File: config.mk
export PLATFORM = sky130hd
export DESIGN_NAME = tx_slot_and_byte_credit_manager_unit
export DESIGN_NICKNAME = d
export VERILOG_FILES = /design/src/hdl/txcm_pkg.sv /design/src/hdl/txcm_csr.sv /design/src/hdl/txcm_ctrl.sv /design/src/hdl/txcm_dpath.sv /design/src/hdl/tx_slot_and_byte_credit_manager_unit.sv
export SDC_FILE = /design/constraint.sdc
export NUM_CORES = 1
export LEC_CHECK = 0
export BUFFER_PORTS_ARGS = -buffer_cell sky130_fd_sc_hd__buf_2
export CAP_MARGIN = 20
export CELL_PAD_IN_SITES_DETAIL_PLACEMENT = 1
export CELL_PAD_IN_SITES_GLOBAL_PLACEMENT = 1
export CORE_ASPECT_RATIO = 0.6
export CORE_UTILIZATION = 50
export CTS_CLUSTER_SIZE = 40
export DETAILED_ROUTE_END_ITERATION = 10
export PLACE_DENSITY = 0.83
export SLEW_MARGIN = 25
export SYNTH_ARGS = -nofsm -noshare
export SYNTH_HDL_FRONTEND = slang
export SYNTH_SLANG_ARGS = --single-unit
export TNS_END_PERCENT = 5
File: constraint.sdc
create_clock -name clock -period 11 [get_ports clock]
set_input_delay 1.65 -clock clock [delete_from_list [all_inputs] [get_ports clock]]
set_output_delay 1.65 -clock clock [all_outputs]
set_load 0.05 [all_outputs]
File: src/hdl/txcm_pkg.sv
// Package for the transmit slot and byte credit manager.
// Shared types, result and op codes, register reset values. No dependencies.
`default_nettype none

package txcm_pkg;

   // Default number of packet slots
   localparam int SLOTS_DEF = 32;

   // Field widths fixed by the transaction format
   localparam int TOTAL_W  = 13;   // roundup4(frame + header) <= 4352
   localparam int SLOT_W   = 12;   // slot part of a cookie
   localparam int BYTES_W  = 16;
   localparam int ADDR_W   = 4;    // three 32-bit registers at 0, 4, 8
   localparam int DATA_W   = 32;

   localparam logic [BYTES_W-1:0] LOW_ROOM_BYTES = 16'd12;

   // Register reset values
   localparam logic [15:0] BUFFER_BYTES_RST = 16'd1920;
   localparam logic [7:0]  HEADER_BYTES_RST = 8'd104;
   localparam logic [3:0]  QUEUE_NUMBER_RST = 4'd1;

   // Register indexes (paddr[3:2])
   localparam logic [1:0] REG_BUFFER_BYTES = 2'd0;
   localparam logic [1:0] REG_HEADER_BYTES = 2'd1;
   localparam logic [1:0] REG_QUEUE_NUMBER = 2'd2;

   // Transaction op codes
   localparam logic OP_TX_REQ    = 1'b0;
   localparam logic OP_TX_STATUS = 1'b1;

   typedef enum logic [2:0] {
      RC_OK         = 3'd0,
      RC_TOO_LONG   = 3'd1,
      RC_NO_SLOT    = 3'd2,
      RC_NO_ROOM    = 3'd3,
      RC_BAD_COOKIE = 3'd4
   } result_code_type;

   typedef struct packed {
      logic [15:0] buffer_bytes;
      logic [7:0]  header_bytes;
      logic [3:0]  queue_number;
   } cfg_type;

   typedef enum logic [1:0] {
      ST_INIT = 2'd0,
      ST_IDLE = 2'd1,
      ST_EXEC = 2'd2
   } state_type;

   // Controller -> datapath
   typedef struct packed {
      logic init_step;   // clear one stack/busy entry
      logic load;        // latch transaction, read memories
      logic commit;      // update state, register result
   } ctrl_cmd_type;

   // Datapath -> controller
   typedef struct packed {
      logic init_last;   // clearing pass at the last entry
   } dp_status_type;

endpackage

`default_nettype wire

File: src/hdl/txcm_csr.sv
// Configuration register file of the transmit slot and byte credit manager.
// APB-style write/read access; depends on txcm_pkg.
`default_nettype none

module txcm_csr (
   input  wire logic                          clock,
   input  wire logic                          reset,
   input  wire logic                          psel,
   input  wire logic                          penable,
   input  wire logic                          pwrite,
   input  wire logic [txcm_pkg::ADDR_W-1:0]   paddr,
   input  wire logic [txcm_pkg::DATA_W-1:0]   pwdata,
   output logic      [txcm_pkg::DATA_W-1:0]   prdata,
   output logic                               pready,
   output txcm_pkg::cfg_type                  cfg
);
   import txcm_pkg::*;

   cfg_type    cfg_ff;
   logic       wr_en;
   logic [1:0] reg_idx;

   assign reg_idx = paddr[3:2];
   assign wr_en   = psel & penable & pwrite;
   assign pready  = 1'b1;
   assign cfg     = cfg_ff;

   always_ff @(posedge clock) begin
      if (reset) begin
         cfg_ff.buffer_bytes <= BUFFER_BYTES_RST;
         cfg_ff.header_bytes <= HEADER_BYTES_RST;
         cfg_ff.queue_number <= QUEUE_NUMBER_RST;
      end else if (wr_en) begin
         case (reg_idx)
            REG_BUFFER_BYTES: cfg_ff.buffer_bytes <= pwdata[15:0];
            REG_HEADER_BYTES: cfg_ff.header_bytes <= pwdata[7:0];
            REG_QUEUE_NUMBER: cfg_ff.queue_number <= pwdata[3:0];
            default: ;
         endcase
      end
   end

   always_comb begin
      case (reg_idx)
         REG_BUFFER_BYTES: prdata = {16'd0, cfg_ff.buffer_bytes};
         REG_HEADER_BYTES: prdata = {24'd0, cfg_ff.header_bytes};
         REG_QUEUE_NUMBER: prdata = {28'd0, cfg_ff.queue_number};
         default:          prdata = '0;
      endcase
   end

endmodule

`default_nettype wire

File: src/hdl/txcm_ctrl.sv
// Controller of the transmit slot and byte credit manager: clearing pass,
// idle and execute states. Depends on txcm_pkg.
`default_nettype none

module txcm_ctrl (
   input  wire logic                    clock,
   input  wire logic                    reset,
   input  wire logic                    start,
   input  wire txcm_pkg::dp_status_type status,
   output txcm_pkg::ctrl_cmd_type       cmd,
   output logic                         busy
);
   import txcm_pkg::*;

   state_type state_ff;
   state_type state_in;

   always_ff @(posedge clock) begin
      if (reset) begin
         state_ff <= ST_INIT;
      end else begin
         state_ff <= state_in;
      end
   end

   always_comb begin
      state_in = state_ff;
      case (state_ff)
         ST_INIT: begin
            if (status.init_last) state_in = ST_IDLE;
         end
         ST_IDLE: begin
            if (start) state_in = ST_EXEC;
         end
         ST_EXEC: begin
            state_in = ST_IDLE;
         end
         default: state_in = ST_INIT;
      endcase
   end

   always_comb begin
      cmd  = '0;
      busy = 1'b1;
      case (state_ff)
         ST_INIT: begin
            cmd.init_step = 1'b1;
         end
         ST_IDLE: begin
            busy     = 1'b0;
            cmd.load = start;
         end
         ST_EXEC: begin
            cmd.commit = 1'b1;
         end
         default: ;
      endcase
   end

endmodule

`default_nettype wire

File: src/hdl/txcm_dpath.sv
// Datapath of the transmit slot and byte credit manager: free slot stack,
// per-slot byte and busy memories, credit arithmetic, result registers.
// Depends on txcm_pkg.
`default_nettype none

module txcm_dpath #(
   parameter int SLOTS = txcm_pkg::SLOTS_DEF
) (
   input  wire logic                   clock,
   input  wire logic                   reset,
   input  wire txcm_pkg::ctrl_cmd_type cmd,
   output txcm_pkg::dp_status_type     status,
   input  wire txcm_pkg::cfg_type      cfg,
   input  wire logic                   req_op,
   input  wire logic [11:0]            req_frame_length,
   input  wire logic [15:0]            req_status_cookie,
   output logic                        rsp_strobe,
   output logic [2:0]                  rsp_result_code,
   output logic [15:0]                 rsp_cookie_out,
   output logic                        rsp_queue_stopped,
   output logic [5:0]                  rsp_free_slot_count,
   output logic [15:0]                 rsp_bytes_in_use_out
);
   import txcm_pkg::*;

   localparam int IDXW = (SLOTS > 1) ? $clog2(SLOTS) : 1;
   localparam int CNTW = $clog2(SLOTS + 1);

   // Memories
   logic [IDXW-1:0]    free_stack_mem [SLOTS];
   logic [TOTAL_W-1:0] slot_bytes_mem [SLOTS];
   logic               slot_busy_mem  [SLOTS];

   // Control state
   logic [CNTW-1:0]    count_ff, count_in;
   logic [BYTES_W-1:0] bytes_ff, bytes_in;
   logic               stopped_ff, stopped_in;
   logic [IDXW-1:0]    init_idx_ff;
   logic               strobe_ff;

   // Transaction stage
   logic               op_ff;
   logic [TOTAL_W-1:0] total_ff;
   logic [SLOT_W-1:0]  slot_ff;
   logic [BYTES_W-1:0] room_ff;
   logic [IDXW-1:0]    rd_slot_ff;
   logic [TOTAL_W-1:0] rd_bytes_ff;
   logic               rd_busy_ff;

   // Result registers
   result_code_type    code_ff, code_in;
   logic [15:0]        cookie_ff, cookie_in;

   logic [TOTAL_W-1:0] total_calc;
   logic [BYTES_W-1:0] room_calc;
   logic [BYTES_W-1:0] total_ext, rd_bytes_ext, room_after;
   logic [IDXW-1:0]    pop_addr, rel_addr;

   logic               busy_we, busy_wd;
   logic [IDXW-1:0]    busy_wa;
   logic               bytes_we;
   logic               free_we;

   // Accept cycle: size rounding, room left, memory addresses
   assign total_calc = (TOTAL_W'(req_frame_length) + TOTAL_W'(cfg.header_bytes)
                        + TOTAL_W'(3)) & ~TOTAL_W'(3);
   assign room_calc  = (bytes_ff > cfg.buffer_bytes) ? '0
                                                     : cfg.buffer_bytes - bytes_ff;
   assign pop_addr   = IDXW'(count_ff - 1'b1);
   assign rel_addr   = req_status_cookie[IDXW-1:0];

   assign total_ext    = BYTES_W'(total_ff);
   assign rd_bytes_ext = BYTES_W'(rd_bytes_ff);
   assign room_after   = room_ff - total_ext;

   assign status.init_last = (init_idx_ff == IDXW'(SLOTS - 1));

   always_ff @(posedge clock) begin
      if (cmd.load) begin
         op_ff       <= req_op;
         total_ff    <= total_calc;
         slot_ff     <= req_status_cookie[SLOT_W-1:0];
         room_ff     <= room_calc;
         rd_slot_ff  <= free_stack_mem[pop_addr];
         rd_bytes_ff <= slot_bytes_mem[rel_addr];
         rd_busy_ff  <= slot_busy_mem[rel_addr];
      end
   end

   // Execute cycle
   always_comb begin
      code_in    = RC_OK;
      cookie_in  = '0;
      count_in   = count_ff;
      bytes_in   = bytes_ff;
      stopped_in = stopped_ff;
      busy_we    = 1'b0;
      busy_wa    = rd_slot_ff;
      busy_wd    = 1'b0;
      bytes_we   = 1'b0;
      free_we    = 1'b0;
      if (cmd.commit) begin
         if (op_ff == OP_TX_REQ) begin
            if (total_ext > cfg.buffer_bytes) begin
               code_in = RC_TOO_LONG;
            end else if (count_ff == '0) begin
               code_in = RC_NO_SLOT;
            end else if (total_ext > room_ff) begin
               code_in    = RC_NO_ROOM;
               stopped_in = 1'b1;
            end else begin
               count_in  = count_ff - 1'b1;
               bytes_in  = bytes_ff + total_ext;
               cookie_in = {cfg.queue_number + 4'd1, SLOT_W'(rd_slot_ff)};
               busy_we   = 1'b1;
               busy_wd   = 1'b1;
               bytes_we  = 1'b1;
               if (room_after < LOW_ROOM_BYTES || count_in == '0) stopped_in = 1'b1;
            end
         end else begin
            if (slot_ff >= SLOT_W'(SLOTS) || !rd_busy_ff || count_ff >= CNTW'(SLOTS)) begin
               code_in = RC_BAD_COOKIE;
            end else begin
               bytes_in   = (bytes_ff > rd_bytes_ext) ? bytes_ff - rd_bytes_ext : '0;
               count_in   = count_ff + 1'b1;
               stopped_in = 1'b0;
               busy_we    = 1'b1;
               busy_wa    = slot_ff[IDXW-1:0];
               free_we    = 1'b1;
            end
         end
      end
   end

   // Memory writes; the clearing pass owns the stack and busy write ports after reset
   always_ff @(posedge clock) begin
      if (cmd.init_step) begin
         free_stack_mem[init_idx_ff] <= init_idx_ff;
         slot_busy_mem[init_idx_ff]  <= 1'b0;
      end else begin
         if (free_we) free_stack_mem[IDXW'(count_ff)] <= slot_ff[IDXW-1:0];
         if (busy_we) slot_busy_mem[busy_wa] <= busy_wd;
      end
      if (bytes_we) slot_bytes_mem[rd_slot_ff] <= total_ff;
   end

   always_ff @(posedge clock) begin
      if (reset) begin
         count_ff    <= CNTW'(SLOTS);
         bytes_ff    <= '0;
         stopped_ff  <= 1'b0;
         init_idx_ff <= '0;
         strobe_ff   <= 1'b0;
      end else begin
         strobe_ff <= cmd.commit;
         if (cmd.init_step) init_idx_ff <= init_idx_ff + 1'b1;
         if (cmd.commit) begin
            count_ff   <= count_in;
            bytes_ff   <= bytes_in;
            stopped_ff <= stopped_in;
         end
      end
   end

   always_ff @(posedge clock) begin
      if (cmd.commit) begin
         code_ff   <= code_in;
         cookie_ff <= cookie_in;
      end
   end

   assign rsp_strobe           = strobe_ff;
   assign rsp_result_code      = code_ff;
   assign rsp_cookie_out       = cookie_ff;
   assign rsp_queue_stopped    = stopped_ff;
   assign rsp_free_slot_count  = 6'(count_ff);
   assign rsp_bytes_in_use_out = bytes_ff;

endmodule

`default_nettype wire

File: src/hdl/tx_slot_and_byte_credit_manager_unit.sv
// Result: an accepted transaction is latched, executed, then registered onto
//   the rsp_ ports with rsp_strobe high. Busy is high in the execute state,
//   so each transaction ends before the next is taken; the free stack and
//   per-slot memories take one registered read and one write each.
// Reset: synchronous, active high; a clearing pass then rebuilds the free
//   stack and busy marks, with busy high throughout.
`default_nettype none

module tx_slot_and_byte_credit_manager_unit #(
   parameter int SLOTS = txcm_pkg::SLOTS_DEF
) (
   input  wire logic                          clock,
   input  wire logic                          reset,
   // Command channel
   input  wire logic                          start,
   output logic                               busy,
   input  wire logic                          req_op,
   input  wire logic [11:0]                   req_frame_length,
   input  wire logic [15:0]                   req_status_cookie,
   // Result channel, one strobe per transaction, no backpressure
   output logic                               rsp_strobe,
   output logic [2:0]                         rsp_result_code,
   output logic [15:0]                        rsp_cookie_out,
   output logic                               rsp_queue_stopped,
   output logic [5:0]                         rsp_free_slot_count,
   output logic [15:0]                        rsp_bytes_in_use_out,
   // Configuration port
   input  wire logic                          psel,
   input  wire logic                          penable,
   input  wire logic                          pwrite,
   input  wire logic [txcm_pkg::ADDR_W-1:0]   paddr,
   input  wire logic [txcm_pkg::DATA_W-1:0]   pwdata,
   output logic      [txcm_pkg::DATA_W-1:0]   prdata,
   output logic                               pready
);
   import txcm_pkg::*;

   cfg_type       cfg;
   ctrl_cmd_type  cmd;
   dp_status_type status;

   // Registers: buffer size, header length, queue number
   txcm_csr u_csr (
      .clock   (clock),
      .reset   (reset),
      .psel    (psel),
      .penable (penable),
      .pwrite  (pwrite),
      .paddr   (paddr),
      .pwdata  (pwdata),
      .prdata  (prdata),
      .pready  (pready),
      .cfg     (cfg)
   );

   // Sequencing: clearing pass, then load / commit per transaction
   txcm_ctrl u_ctrl (
      .clock  (clock),
      .reset  (reset),
      .start  (start),
      .status (status),
      .cmd    (cmd),
      .busy   (busy)
   );

   // Slot stack, byte credit and result registers
   txcm_dpath #(
      .SLOTS (SLOTS)
   ) u_dpath (
      .clock                (clock),
      .reset                (reset),
      .cmd                  (cmd),
      .status               (status),
      .cfg                  (cfg),
      .req_op               (req_op),
      .req_frame_length     (req_frame_length),
      .req_status_cookie    (req_status_cookie),
      .rsp_strobe           (rsp_strobe),
      .rsp_result_code      (rsp_result_code),
      .rsp_cookie_out       (rsp_cookie_out),
      .rsp_queue_stopped    (rsp_queue_stopped),
      .rsp_free_slot_count  (rsp_free_slot_count),
      .rsp_bytes_in_use_out (rsp_bytes_in_use_out)
   );

endmodule

`default_nettype wire

==> flow_summary.json, run 1 <==
{
  "period_share_pct": 44.9,
  "io_pins": 148,
  "cp_slowest_stage_delay_ps": 950,
  "period_minus_slack_ps": 4940,
  "fin_hold_ws_ps": 494,
  "slowest_stage": "nor2_1",
  "tightestPinTransition_ps": 1090,
  "min_path_cells": 2,
  "cp-startpoint": "u_dpath.total_ff[2]",
  "drc": 3,
  "grt_max_degree": 60,
  "antenna_cells": 0,
  "cp-start-kind": "flip-flop",
  "setup_viol_count_final": 0,
  "io_buffers": 99,
  "async_reset_ff_share_pct": 0,
  "maxSlewViolCount": 0,
  "area_growth_pct": 11.1,
  "worstPathArrival_ps": 5190,
  "htree_levels": 2,
  "seq_area_frac_synth_pct": 66.2,
  "syn_area_um2": 29400,
  "min_to": "u_csr.cfg[12]",
  "cts_resized": 0,
  "synthesis.instances": 1844,
  "synthTopCellsByArea": "edfxtp_1 62%, mux4_2 13%, dfxtp_1 3.9%",
  "crit_chain": "buf_4 -> ha_1 -> fa_1 -> nand2b_1 -> a21o_1 -> a211o_1 -> o21a_1 -> nor4_2 -> nand2b_1 -> nor2_1",
  "grt_remaining_overflow": 0,
  "root_buffer": "clkbuf_16",
  "power_density_nw_per_um2": 154,
  "netSwitchingFraction_pct": 22.0,
  "cap_violations": 0,
  "worstSetupPathType": "reg -> reg",
  "track_usage_pct": 27.7,
  "p_comb_share_pct": 4.6,
  "stdcell_count": 2773,
  "synth_area_leader_cell": "edfxtp_1",
  "r2r_end": "u_dpath.slot_bytes_mem[4][0]",
  "ys_seq_elements": 668,
  "synthXorXnorAreaFrac_pct": 1.37,
  "drt-total-wl_um": 81700,
  "synth-compound-area-share_pct": 4.71,
  "clock_sinks": 668,
  "pre_cts_slack_ps": 5750,
  "drt_pass1_iterations": 11,
  "synth_top_family_by_area": "multiplexers",
  "dpl.hpwl_um": 56000,
  "ctsHoldBuffers": 0,
  "die_y_um": 190,
  "gp_congestion": 0.901,
  "grt_pass1_vias": 18000,
  "yosysMostFrequentCell": "edfxtp_1",
  "synthMuxAreaShare_pct": 14.6,
  "outcome": "finished with violations",
  "cp.depth": 10,
  "ys.flop_type": "edfxtp_1",
  "synthAdderAreaFrac_pct": 3.59,
  "initial_core_util_pct": 50.9,
  "cts.clk_slew.worst_paths_ps": 70,
  "dieWidth_um": 315,
  "path_delay_family": "simple AND/OR/NAND/NOR gates",
  "max_freq_mhz": 202,
  "clk_path_buf_depth": 3,
  "cp_max_fo": 35,
  "slew_headroom_pct": 27.2,
  "die_area_um2": 59900,
  "rr_worst_depth": 10,
  "clkPwrFrac_pct": 40.6,
  "drive_gt1_share_pct": 22.4,
  "drt-wirelength-per-cell_um": 29.5,
  "nets": 2107,
  "antenna_left": 0,
  "grt_pass1_wl_um": 120000,
  "placed_cells": 2662,
  "end_kind": "flip-flop",
  "tns_ps": 0,
  "critical_path_required_ps": 11250,
  "seqPwrFrac_pct": 54.8,
  "hold_violations": 0,
  "crit_top_cell": "nand2b_1",
  "p_leak_uw": 0.0109,
  "critPathBufInv": 1,
  "coreArea_um2": 57900,
  "cts_tree": "yes",
  "antenna_found_initial": 2,
  "intPower_uw": 3930,
  "netlist.area_leader.share_pct": 62.4,
  "rsz0062_at_grt": "no",
  "violations": "design-rule violations",
  "viasPerCell": 6.39,
  "p_sw_uw": 1110,
  "yosys_warnings": 0,
  "ys_top_cells_by_count": "611 x edfxtp_1, 185 x nor2_1, 170 x mux4_2",
  "synth_edf_count": 611,
  "fin_worst_skew_ps": 29.5,
  "initialDrtViolationCount": 1970,
  "vias": 17700,
  "utilization_pct": 56.5,
  "cts_buffers": 60,
  "synth_simple_gate_area_share_pct": 6.92,
  "hp-start": "u_csr.cfg[12]",
  "insertion_delay_ps": 650,
  "synth_cell_types": 69,
  "r2r_start": "u_dpath.total_ff[2]",
  "final.setup.worst_slack_ps": 6060,
  "cts_setup_buffers": 0,
  "synth_area_per_cell_um2": 16.0,
  "rows": 68,
  "hold_path.class": "reg -> reg",
  "worst_ir_drop_vdd_uv": 132,
  "r2r_setup_slack_ps": 6060
}
## how the worst max path moves through the flow
stage	end	slack [ps]
6_report	u_dpath.slot_bytes_mem[4][0]	6060
5_1_grt	u_dpath.slot_bytes_mem[4][10]	5880
4_1_cts	u_dpath.slot_bytes_mem[24][1]	5730
3_5_place_dp	u_dpath.slot_bytes_mem[24][9]	5750
3_3_place_gp	u_dpath.slot_bytes_mem[17][1]	5870
2_1_floorplan	prdata[10]	6150
## metal layers
layer  share of wire (%)  wire length [um]  track usage (%)
met5               0.033                27                0
met2                  44             36100             40.8
met1                  43             35500             42.7
met3                  10              8520             5.71
met4                 1.9              1520             5.81
## cells by family (layout without fill, tap and decap cells)
kind of cell	count (synthesis)	in the layout
AOI/OAI and AO/OA	211	211
xor gates and xnor gates	46	46
adders and majority gates	82	82
buffers and inverters	174	309
DFF	668	668
muxes	214	214
other	2	26
and+or+nand+nor	447	447
## per-stage QoR
step / total power [uW] / area [um^2]
finish: 5040 / 32700
global route: 5140 / 32700
CTS: 5060 / 32600
detailed placement: 3040 / 30800
global placement: 3030 / 30700
floorplan: 2970 / 29500
## registers in the layout, indices dropped and copies added, names as in the netlist, 2 cells and up
signal / count
u_dpath.slot_bytes_mem: 352
u_dpath.free_stack_mem: 160
u_dpath.slot_busy_mem: 32
u_csr.cfg: 28
u_dpath.room_ff: 14
u_dpath.rsp_bytes_in_use_out: 14
u_dpath.slot_ff: 12
u_dpath.rd_bytes_ff: 11
u_dpath.total_ff: 11
u_dpath.rsp_cookie_out: 9
u_dpath.rsp_free_slot_count: 6
u_dpath.init_idx_ff: 5
u_dpath.rd_slot_ff: 5
u_dpath.rsp_result_code: 3
u_ctrl.state_ff: 2
## tightest hold or removal path, delay by kind of cell, from the launching register on
kind	cells	cell delay, ps
simple gates	1	60
flops	1	330
compound gates	1	60
## cell usage in the layout (no fill, tap or decap), drive strengths merged, types with 28 or more instances in the layout
master  Yosys  layout
nand2     119     119
xnor2      31      31
clkbuf     55      78
mux4      170     170
clkinv      0      28
o21ai      40      40
inv        73      74
dfxtp      57      57
buf        46     125
edfxtp    611     611
nor2      185     185
ha         78      78
a21oi      59      59
## power by group through the flow
stage | clock network [uW] | logic, uW | registers [uW]
2_1_floorplan | 0 | 161 | 2810
3_3_place_gp | 0 | 219 | 2820
3_5_place_dp | 0 | 227 | 2820
4_1_cts | 2060 | 229 | 2760
5_1_grt | 2140 | 244 | 2760
6_report | 2050 | 231 | 2760
## layout make-up
cell class,instances,area [um^2]
inverter,73,274
timing repair buffer,125,706
clock inverter,33,270
tap,770,963
multi-input combinational,1026,9410
sequential,668,19500
clock buffer,78,1590
fill,5427,25200
Note: power is estimated with default switching activity, not from simulation.
==> run 2, diff against run 1 <==
clock period = 4.8 ns   (was 11 ns; I/O delays follow)
==> run 2 against run 1 <==
Net effect:
- first-iteration DRC count is 12% higher
- sequential cell count stayed put
- hold slack worse by 250 ps
- global-route usage is 0.75 points higher
- register-to-register slack worse by 5800 ps
- sequential share of layout area is 0.50 points lower
- the run still ends with design-rule violations left
==> flow_summary.json, run 2 (same netlist as run 1, synthesis figures left out) <==
{
  "worstPathArrival_ps": 4840,
  "critical_path_required_ps": 5140,
  "die_y_um": 190,
  "final_cell_mix": "611 x edfxtp_1, 184 x nor2_1, 170 x mux4_2",
  "grt_pass1_vias": 18200,
  "cts.clk_slew.worst_paths_ps": 60,
  "grt_pass1_wl_um": 123000,
  "cap_violations": 0,
  "cp-start-kind": "flip-flop",
  "final_area_um2": 33000,
  "min_path_cells": 1,
  "largest_reg_flops": 352,
  "power_density_nw_per_um2": 354,
  "drc": 6,
  "viasPerCell": 6.37,
  "final_common_cell": "edfxtp_1",
  "rows": 68,
  "post_dp_cell_area_um2": 31000,
  "track_usage_pct": 28.5,
  "gp_congestion": 0.912,
  "fin_hold_ws_ps": 246,
  "worst_ir_drop_vdd_uv": 283,
  "hold_path.class": "in -> reg",
  "p_comb_share_pct": 4.7,
  "p_sw_uw": 2530,
  "drive_gt1_share_pct": 22.4,
  "clk_path_buf_depth": 3,
  "hold_violations": 0,
  "cts_buffers": 60,
  "insertion_delay_ps": 650,
  "intPower_uw": 9140,
  "rr_worst_depth": 10,
  "tns_ps": 0,
  "drt_pass1_iterations": 8,
  "cp.depth": 10,
  "top_regs": "u_dpath.slot_bytes_mem x352, u_dpath.free_stack_mem x160, u_dpath.slot_busy_mem x32",
  "dieWidth_um": 315,
  "critPathBufInv": 0,
  "slew_headroom_pct": 29.6,
  "violations": "design-rule violations",
  "drt-total-wl_um": 83800,
  "io_pins": 148,
  "max_freq_mhz": 222,
  "top_register": "u_dpath.slot_bytes_mem",
  "coreArea_um2": 57900,
  "worstSetupPathType": "reg -> reg",
  "p_leak_uw": 0.0111,
  "cp_max_fo": 15,
  "seqPwrFrac_pct": 54.2,
  "htree_levels": 2,
  "antenna_left": 0,
  "initialDrtViolationCount": 2201,
  "ctsHoldBuffers": 0,
  "vias": 17900,
  "utilization_pct": 57.0,
  "grt_max_degree": 55,
  "dpl.hpwl_um": 57200,
  "period_minus_slack_ps": 4500,
  "end_kind": "flip-flop",
  "io_buffers": 99,
  "grt_remaining_overflow": 0,
  "cts_tree": "yes",
  "maxSlewViolCount": 0,
  "crit_chain": "ha_1 -> fa_1 -> nand2b_1 -> a21o_1 -> a211o_1 -> o21a_1 -> nor3_4 -> o211ai_1 -> or3b_1 -> nor2_1",
  "netSwitchingFraction_pct": 21.7,
  "period_share_pct": 93.7,
  "drt-wirelength-per-cell_um": 29.8,
  "setup_viol_count_final": 0,
  "outcome": "finished with violations",
  "initial_core_util_pct": 50.9,
  "antenna_found_initial": 5,
  "area_growth_pct": 12.1,
  "slowest_stage": "edfxtp_1",
  "rsz0062_at_grt": "no",
  "die_area_um2": 59900,
  "path_delay_family": "simple AND/OR/NAND/NOR gates",
  "r2r_setup_slack_ps": 300,
  "root_buffer": "clkbuf_16",
  "cp_slowest_stage_delay_ps": 690,
  "fin_worst_skew_ps": 28.1,
  "tightestPinTransition_ps": 1050,
  "clkPwrFrac_pct": 41.1,
  "clock_sinks": 668,
  "nets": 2147
}
## run 2: path summary, 6_finish.rpt
check / startpoint / endpoint
setup / recovery: u_dpath.total_ff[2] / u_dpath.slot_busy_mem[26]
setup reg to reg: u_dpath.total_ff[2] / u_dpath.slot_busy_mem[26]
hold / removal: req_status_cookie[5] / u_dpath.slot_ff[5]
hold reg to reg: u_csr.cfg[13] / u_csr.cfg[13]
## run 2: repair_timing
action                     4_1_cts  5_1_grt
hold endpoints to repair         0        0
setup endpoints to repair        0      107
buffers inserted                 0        0
resized for setup                0        1
## run 2: power groups by stage
stage | logic (uW) | clock network, uW | registers, uW
detailed placement | 530 | 0 | 6460
global placement | 508 | 0 | 6450
finish | 543 | 4800 | 6330
floorplan | 368 | 0 | 6450
global route | 572 | 5030 | 6330
CTS | 536 | 4860 | 6330
## run 2: through the flow
step | instances | setup WS, ps | total power (uW)
2_1_floorplan | 1868 | 555 | 6820
3_5_place_dp | 2701 | 164 | 6990
4_1_cts | 2810 | 115 | 11700
3_3_place_gp | 2701 | 356 | 6960
6_report | 2814 | 301 | 11700
5_1_grt | 2811 | 170 | 11900
## run 2: cell type report
class	count	area [um^2]
fill	5402	24900
clock buffer	80	1590
inverter	73	274
timing repair buffer	165	1030
clock inverter	29	308
multi-input combinational	1026	9320
sequential	668	19500
antenna	3	7.51
tap	770	963
## run 2: metal layers
| metal | vias up | track usage [%] | part of all wire [%] |
|---|---|---|---|
| li1 | 7433 | - | - |
| met1 | 9459 | 43.0 | 43 |
| met2 | 921 | 42.5 | 45 |
| met3 | 117 | 6.07 | 10 |
| met4 | 0 | 6.48 | 2.1 |
| met5 | - | 0 | 0 |
==> run 3, diff against run 2 <==
CORE_MARGIN = 2   (was not set)
==> run 3 against run 2 <==
Net effect:
- the flow now finishes without violations
- total power up 1.2%
- routed wire length up 1.1%
- cell count up 0.28%
- clock power up 3%
- via count about the same
- global-route usage up 0.094 points
- worst setup slack better by 48 ps
- register-to-register slack better by 50 ps
- hold slack better by 16 ps
- first-iteration DRC count up 13%
- sequential share of layout area down 0.21 points
- highest routed layer is now met5
==> flow_summary.json, run 3 (same netlist as run 1, synthesis figures left out) <==
{
  "critical_path_required_ps": 5130,
  "placed_cells": 2709,
  "gp_congestion": 0.905,
  "antenna_left": 0,
  "hold_path.class": "in -> reg",
  "dieWidth_um": 317,
  "cp-start-kind": "flip-flop",
  "fin_worst_skew_ps": 25.1,
  "htree_levels": 2,
  "setup_viol_count_final": 0,
  "stdcell_count": 2822,
  "die_area_um2": 60900,
  "outcome": "completed",
  "hold_violations": 0,
  "period_minus_slack_ps": 4450,
  "coreArea_um2": 57900,
  "cts_setup_buffers": 0,
  "grt_util_met2_pct": 41.9,
  "drt-total-wl_um": 84800,
  "min_path_cells": 1,
  "final.setup.worst_slack_ps": 348,
  "worstPathArrival_ps": 4780,
  "post_dp_cell_area_um2": 31100,
  "io_pins": 148,
  "tns_ps": 0,
  "seq_area_um2": 19500,
  "rr_worst_depth": 11,
  "final_common_cell": "edfxtp_1",
  "grt_util_met1_pct": 44.2,
  "end_kind": "flip-flop",
  "met3_usage_pct": 5.75,
  "final_area_um2": 33100,
  "max_freq_mhz": 225,
  "slew_headroom_pct": 21.9,
  "rows": 68,
  "top_register": "u_dpath.slot_bytes_mem",
  "drt-wirelength-per-cell_um": 30.0,
  "grt_busiest_layer": "met1",
  "cts_buffers": 60,
  "tightestPinTransition_ps": 1170,
  "root_buffer": "clkbuf_16",
  "track_usage_pct": 28.6,
  "power_density_nw_per_um2": 357,
  "min_to": "u_dpath.slot_ff[11]",
  "top_regs": "u_dpath.slot_bytes_mem x352, u_dpath.free_stack_mem x160, u_dpath.slot_busy_mem x32",
  "nFillCells": 5380,
  "antenna_cells": 0,
  "drt_pass1_iterations": 7,
  "initialDrtViolationCount": 2486,
  "maxSlewViolCount": 0,
  "grt_pass1_wl_um": 126000,
  "die_y_um": 192,
  "r2r_end": "u_dpath.slot_bytes_mem[17][8]",
  "dpl.hpwl_um": 57800,
  "utilization_pct": 57.2,
  "cp_max_fo": 15,
  "worst_ir_drop_vdd_uv": 266,
  "grt_pass1_vias": 18400,
  "cts.clk_slew.worst_paths_ps": 60,
  "vias": 17900,
  "largest_reg_flops": 352,
  "nets": 2154,
  "initial_core_util_pct": 50.9,
  "period_share_pct": 92.7,
  "io_buffers": 99,
  "grt_max_degree": 56,
  "multiInputGateArea_um2": 9300,
  "drive_gt1_share_pct": 22.6,
  "r2r_start": "u_dpath.total_ff[2]",
  "clk_path_buf_depth": 3,
  "area_growth_pct": 12.5,
  "cts_resized": 0,
  "ctsHoldBuffers": 0,
  "grt_remaining_overflow": 0,
  "antenna_found_initial": 7,
  "cap_violations": 0,
  "drc": 0,
  "pre_cts_slack_ps": 420,
  "cts_tree": "yes",
  "r2r_setup_slack_ps": 350,
  "worstSetupPathType": "reg -> reg",
  "final_cell_mix": "611 x edfxtp_1, 184 x nor2_1, 170 x mux4_2",
  "rsz0062_at_grt": "no",
  "insertion_delay_ps": 650,
  "hp-start": "req_status_cookie[11]",
  "viasPerCell": 6.36,
  "p_leak_uw": 0.0112,
  "clock_sinks": 668
}
==> run 3: cell types whose count changed in the layout (fill, tap and decap cells not counted), sizes merged <==
| cell | previous run | this run |
|---|---|---|
| clkbuf | 81 | 83 |
| buf | 164 | 172 |
| clkinvlp | 4 | 1 |
| diode | 3 | 0 |
| inv | 74 | 75 |
| clkinv | 18 | 21 |
==> run 3: stage by stage <==
| step | total power, uW | hold WS, ps |
|---|---|---|
| finish | 11800 | 262 |
| global route | 12100 | 249 |
| CTS | 11800 | 234 |
| detailed placement | 6990 | 481 |
| global placement | 6970 | 466 |
| floorplan | 6820 | 443 |
==> run 3: routing by layer <==
layer,share of wire [%],wire length (um),vias to the layer above
met5,0.027,23,-
met1,43,36500,9364
met3,11,9420,118
met4,1.9,1640,4
met2,44,37200,1003
li1,-,-,7451
==> run 3: worst max path at each step <==
| stage | from | endpoint | slack, ps | cells after the start |
|---|---|---|---|---|
| 3_3_place_gp | u_dpath.total_ff[2] | u_dpath.slot_bytes_mem[17][2] | 630 | 11 |
| 6_report | u_dpath.total_ff[2] | u_dpath.slot_bytes_mem[17][8] | 350 | 11 |
| 4_1_cts | u_dpath.total_ff[2] | u_dpath.slot_bytes_mem[17][8] | 400 | 11 |
| 5_1_grt | u_dpath.total_ff[2] | u_dpath.slot_bytes_mem[17][8] | 110 | 11 |
| 3_5_place_dp | u_dpath.total_ff[2] | u_dpath.slot_bytes_mem[17][0] | 420 | 11 |
| 2_1_floorplan | u_dpath.rsp_free_slot_count[0] | u_dpath.slot_bytes_mem[31][0] | 560 | 9 |
==> run 3: final cells by class <==
type / instances / share of cell area, %
clock inverters: 30 / 0.953
multi-input cells: 1026 / 28.1
flip-flops and latches: 668 / 58.9
repair buffers: 172 / 3.30
inverters: 73 / 0.828
well taps: 770 / 2.91
clock buffers: 83 / 5.02
==> run 3: report_power, final <==
part / internal (uW) / switching, uW
clock network: 2740 / 2190
registers: 6310 / 15.0
logic: 192 / 355
total: 9250 / 2560
==> run 3: worst max-delay path, cell delays in order (launching register included) <==
cell and delay (ps):
edfxtp_1 660, ha_1 340, fa_1 400, nand2b_1 200, a21o_1 220, a211o_1 320
o21a_1 280, nor4_1 460, buf_4 240, nand2_1 300, nor2_1 470, buf_4 270
